### src/vrap_pkg.sv
// Package for the video RAM access port.
// Holds the shared types, timing constants and the address remap function.
// No dependencies.
package vrap_pkg;

    localparam int MEM_ADDR_BITS = 16;
    localparam int ROW_BITS      = MEM_ADDR_BITS - 1;
    localparam int ROWS          = 1 << ROW_BITS;

    localparam logic [8:0]  LAST_LINE_525   = 9'(525 / 2 - 1);
    localparam logic [8:0]  LAST_LINE_625   = 9'(625 / 2 - 1);
    localparam logic [8:0]  VIS_LINES       = 9'd224;
    localparam logic [8:0]  VIS_LINES_OVER  = 9'd239;
    localparam logic [8:0]  FIRST_WR_LINE   = 9'd225;
    localparam logic [8:0]  FIRST_WR_OVER   = 9'd240;
    localparam logic [10:0] REFRESH_DOT     = 11'd1362;
    localparam logic [10:0] EARLY_DOT_LAST  = 11'd4;
    localparam logic [10:0] BUS_DOT         = 11'd6;
    localparam logic [7:0]  STEP_ONE        = 8'd1;
    localparam logic [7:0]  STEP_ROW        = 8'd32;
    localparam logic [7:0]  STEP_WIDE       = 8'd128;

    typedef enum logic [2:0] {
        CMD_MODE       = 3'd0,
        CMD_ADDR_LOW   = 3'd1,
        CMD_ADDR_HIGH  = 3'd2,
        CMD_WRITE_LOW  = 3'd3,
        CMD_WRITE_HIGH = 3'd4,
        CMD_READ_LOW   = 3'd5,
        CMD_READ_HIGH  = 3'd6
    } command_t;

    typedef enum logic [1:0] {
        REG_OVERSCAN  = 2'd0,
        REG_PAL       = 2'd1,
        REG_INTERLACE = 2'd2
    } reg_index_t;

    typedef enum logic [1:0] {
        ST_CLEAR = 2'd0,
        ST_IDLE  = 2'd1,
        ST_EXEC  = 2'd2,
        ST_FILL  = 2'd3
    } state_t;

    typedef struct packed {
        logic overscan_mode;
        logic pal_region;
        logic interlace_mode;
    } cfg_t;

    typedef struct packed {
        logic in_ready;
        logic accept;
        logic exec_fire;
        logic fill;
        logic clear_en;
    } ctrl_cmd_t;

    typedef struct packed {
        logic clear_last;
        logic out_busy;
    } dp_status_t;

    typedef struct packed {
        command_t    command;
        logic [7:0]  data_byte;
        logic [8:0]  scan_line;
        logic [10:0] scan_dot;
        logic        display_blanked;
        logic        odd_field;
        logic [7:0]  bus_open_value;
    } in_item_t;

    function automatic logic [MEM_ADDR_BITS-1:0] remap(
        input logic [MEM_ADDR_BITS-1:0] w,
        input logic [1:0]               mode
    );
        logic [MEM_ADDR_BITS-1:0] a;
        case (mode)
            2'd1:    a = {w[15:8], w[4:0], w[7:5]};
            2'd2:    a = {w[15:9], w[5:0], w[8:6]};
            2'd3:    a = {w[15:10], w[6:0], w[9:7]};
            default: a = w;
        endcase
        return a;
    endfunction

endpackage

### src/vrap_ctrl.sv
// Controller of the video RAM access port: clear, idle, execute and fill.
// Depends on vrap_pkg.
module vrap_ctrl (
    input  logic                   clk,
    input  logic                   rst_n,
    input  logic                   in_valid,
    input  vrap_pkg::dp_status_t   status,
    output vrap_pkg::ctrl_cmd_t    cmd
);

    vrap_pkg::state_t state_reg;
    vrap_pkg::state_t state_next;

    always_ff @(posedge clk or negedge rst_n)
    begin
        if (!rst_n)
        begin
            state_reg <= vrap_pkg::ST_CLEAR;
        end
        else
        begin
            state_reg <= state_next;
        end
    end

    always_comb
    begin
        state_next = state_reg;
        case (state_reg)
            vrap_pkg::ST_CLEAR:
            begin
                if (status.clear_last)
                begin
                    state_next = vrap_pkg::ST_IDLE;
                end
            end
            vrap_pkg::ST_IDLE:
            begin
                if (in_valid)
                begin
                    state_next = vrap_pkg::ST_EXEC;
                end
            end
            vrap_pkg::ST_EXEC:
            begin
                if (!status.out_busy)
                begin
                    state_next = vrap_pkg::ST_FILL;
                end
            end
            vrap_pkg::ST_FILL:
            begin
                state_next = in_valid ? vrap_pkg::ST_EXEC : vrap_pkg::ST_IDLE;
            end
            default:
            begin
                state_next = vrap_pkg::ST_CLEAR;
            end
        endcase
    end

    always_comb
    begin
        cmd = '0;
        case (state_reg)
            vrap_pkg::ST_CLEAR:
            begin
                cmd.clear_en = 1'b1;
            end
            vrap_pkg::ST_IDLE:
            begin
                cmd.in_ready = 1'b1;
                cmd.accept   = in_valid;
            end
            vrap_pkg::ST_EXEC:
            begin
                cmd.exec_fire = !status.out_busy;
            end
            vrap_pkg::ST_FILL:
            begin
                cmd.in_ready = 1'b1;
                cmd.accept   = in_valid;
                cmd.fill     = 1'b1;
            end
            default:
            begin
                cmd = '0;
            end
        endcase
    end

endmodule

### config.mk
export PLATFORM = sky130hd
export DESIGN_NAME = vrap_ctrl
export DESIGN_NICKNAME = d
export VERILOG_FILES = /design/src/vrap_pkg.sv /design/src/vrap_ctrl.sv
export SDC_FILE = /design/constraint.sdc
export NUM_CORES = 1
export LEC_CHECK = 0
export CAP_MARGIN = 20
export CORE_AREA = 4 4 41 43
export CTS_CLUSTER_SIZE = 8
export DETAILED_ROUTE_END_ITERATION = 8
export DIE_AREA = 0 0 45 47
export DONT_BUFFER_PORTS = 1
export PLACE_DENSITY_LB_ADDON = 0.1
export RECOVER_POWER = 50
export REMOVE_ABC_BUFFERS = 1
export SLEW_MARGIN = 10
export SYNTH_ARGS = -nofsm -noshare
export SYNTH_HDL_FRONTEND = slang
export SYNTH_SLANG_ARGS = --single-unit
### constraint.sdc
create_clock -name clk -period 1 [get_ports clk]
set_input_delay 0.2 -clock clk [delete_from_list [all_inputs] [get_ports clk]]
set_output_delay 0.2 -clock clk [all_outputs]
set_load 0.05 [all_outputs]
# After elaboration in Yosys (flattened, before gate mapping)
# Cells that the tools add are included.
dict set report word_totals {
  ff_bits 2
  elab_cells 20
  memories 0
  mem_bits_ro 0
  out_inout_bits 5
  latch_bits 0
  inputBits 5
  mem_bits_rw 0
}
dict set report classes {
  n_reduce_logical 4
  bitwise_logic 0
  n_div 0
  muxes 9
  addsub 0
  eq_ne 6
  order_cmp 0
  mul 0
  shift 0
}
# cell n
set op_table {}
lappend op_table {{$mux W2} 5}
lappend op_table {{$pmux W2 S4} 1}
lappend op_table {{$ne A2 B2 Y1 const B} 3}
lappend op_table {{$eq A2 B2 Y1 const B} 2}
lappend op_table {{$mux W1} 3}
lappend op_table {{$reduce_and A3 Y1} 1}
lappend op_table {{$eq A2 B1 Y1 const B} 1}
lappend op_table {{$logic_not A2 Y1} 1}
lappend op_table {{$reduce_or A2 Y1} 1}
lappend op_table {{$logic_not A1 Y1} 1}

# Depth between registers and ports, before layout
dict set report logic_depth {
  ltp_word 3
  depth_mapped 2
  ltp_nobuf 2
}

# Worst setup path after synthesis
# No wires, ideal clock.
dict set report synth_timing {
  kind {reg2out}
  from {reg state_reg[0]}
  to {out cmd[2] (netlist name)}
  path_buffers 0
  arrival_time_ns 1.229
  path_stages_with_launch 3
  path_slack_ns -0.429
  path_cell_list {dfrtp_1 nand2b_1 nor2_1}
}
# item line
set synth_lines {}
lappend synth_lines {{start: declaration} vrap_ctrl.sv:11} ;# vrap_pkg::state_t state_reg;
lappend synth_lines {{start signal: assignment} vrap_ctrl.sv:18} ;# state_reg <= vrap_pkg::ST_CLEAR;
lappend synth_lines {{start signal: assignment} vrap_ctrl.sv:22} ;# state_reg <= state_next;
lappend synth_lines {{end: declaration} vrap_ctrl.sv:8} ;# output vrap_pkg::ctrl_cmd_t cmd

==> metrics.cfg <==
[setup_path]
cp_data_required_time_ns = 0.80
startpoint_type = flip-flop
critical_path_class = flip-flop to primary output
arrival_ns = 1.03
cp_max_fo = 4
critPathCaptureType = primary output
r2r_cells = 4

[pwr]
swShare = 0.4490
p_sw_uw = 597.7
p_int_uw = 733.5
p_leak_nw = 0.1369
pwr-share-clk = 0.132
peakVddDrop_mv = 1.327
combPwrFrac = 0.732
p_per_area_nw_per_um2 = 4342
power_frac_seq = 0.136

[clocking]
clk_pin_slew_worst_paths_ns = 0.03
clock_latency_ns = 0.22
cts.sinks = 2
root_buffer = clkbuf_4
htree_num_levels = 1
cts_buffers = 3
clockBufferDepth = 2
cts_tree = built

[route]
drt_first_pass_iters = 2
routed-via-count = 136
drc = 0
wl_um = 365
wl_per_cell_um = 8.902
antenna_left = 0
viasPerCell = 3.317
drt-initial-drc-count = 3

[synth]
avgSynthCellArea_um2 = 9.047
syn-cell-area_um2 = 117.6
ys_seq_area_frac = 0.4255
synth-seq-cells = 2
syn_inst = 13
yosys_warnings = 0
synthDistinctLibCells = 7

[timing]
rsz0062_at_grt = yes
layout_min_cycle_time_ns = 1.230
final_max_slew_viol_count = 0
relSlewSlack = 0.8733
hold_viol_final = 0
final.setup_skew_ns = 0.002428
fin_crit_sh = 1.230
finalSetupViolCount = 7
fmax_mhz = 813.3
layout_setup_ws_ns = -0.2296
worst_pin_slew_ns = 0.1893

[placement]
post-place-ws_ns = -0.04173
io_buffer_count = 0
hpwl_um = 276
place.gp.congestion = 0.5872

[die]
fp.dieArea_um2 = 2115
num_rows = 13
fp.dieH_um = 47
top_level_ports = 10
die_w_um = 45
core_area_um2 = 1301
start_util = 0.09038

[job]
maxCapViolCount = 0

[layout]
layout_commonest_cell = buf_4
final_nets = 33
areaGrowthSynthToFinish_pct = 160.6
final_cell_mix = buf_4, clkbuf_4, buf_6
final_core_util = 0.2356
largest_reg_flops = 2
drive_above_1_share = 0.7692
diodes = 0

[status]
violations = setup timing
status = complete, but fails checks

[grt]
gr-usage-all-layers = 0.05055
grt_max_degree = 5
grt_overflow = 0
antenna_found_initial = 0
first_global_vias = 166
grt_pass1_wl_um = 648

[min_path]
hp-class = primary input to async pin

## per-layer routing
metal,track usage,vias up,part of all wire
met5,0,-,0
met4,0.07018,0,0
met3,0.03448,0,0.093
met2,0.07062,5,0.57
met1,0.04091,63,0.33
li1,-,68,-
## through the flow
| step | cell area, um2 | TNS [ns] | hold WS (ns) | total power [mW] | instances |
|---|---|---|---|---|---|
| detailed placement | 205.2 | -0.06533 | -0.09551 | 0.9047 | 35 |
| floorplan | 113.9 | -2.041 | -0.09559 | 0.5891 | 12 |
| CTS | 294.0 | -0.9958 | 0.2036 | 1.321 | 41 |
| finish | 306.5 | -0.8933 | 0.2112 | 1.331 | 41 |
| global placement | 205.2 | -0.09631 | -0.09552 | 0.9087 | 35 |
| global route | 306.5 | -1.304 | 0.1973 | 1.421 | 41 |
## worst max-delay path, stage by stage, from the launching register on
cell      delay, ns
dfrtp_1        0.40
nand2b_4       0.17
nor2_4         0.09
buf_8          0.15
## Yosys cell counts
library cell | number | share of area
nand2b_1 | 3 | 0.16
nor2_1 | 3 | 0.096
and2_1 | 2 | 0.11
dfrtp_1 | 2 | 0.43
and2_4 | 1 | 0.074
clkbuf_1 | 1 | 0.032
o31ai_2 | 1 | 0.11
## power by group through the flow
stage	Clock [mW]	Sequential [mW]	Combinational (mW)
final	0.176	0.181	0.974
after CTS	0.193	0.180	0.947
after global routing	0.215	0.195	1.01
after global placement	0	0.169	0.739
after floorplan	0	0.244	0.345
after detailed placement	0	0.166	0.738
## final cells by class
cell class / instances / area [um2]
well taps: 15 / 18.77
fillers: 156 / 994.7
repair buffers: 11 / 116.4
flip-flops and latches: 2 / 51.30
clock buffers: 3 / 22.52
multi-input cells: 10 / 97.59
## kinds of logic (layout without fill, tap and decap cells)
family	count (synthesis)	count (layout)	share of synthesized area
AND/OR/NAND/NOR	9	9	0.4362
flip-flops	2	2	0.4255
AO/OA/AOI/OAI	1	1	0.1064
buffers and inverters	1	14	0.03188
## final timing paths
| kind | start | to | slack, ns |
|---|---|---|---|
| max in group asynchronous | rst_n | state_reg[1] | 0.65 |
| setup / recovery | state_reg[0] | cmd[2] | -0.23 |
| setup reg to reg | state_reg[0] | state_reg[0] | -0.01 |
| min in group clk | in_valid | state_reg[0] | 0.24 |
| hold / removal | rst_n | state_reg[0] | 0.21 |
| hold reg to reg | state_reg[0] | state_reg[0] | 0.74 |
## what timing repair did
item / in CTS / in global routing
buffers inserted: 2 / 1
pin swaps: 2 / 1
endpoints found under the hold margin: 2 / 0
setup endpoints to repair: 7 / 7
resized for setup: 9 / 3
cloned: 0 / 0
hold buffers: 1 / 0
Power figures use the tool's default switching activity.
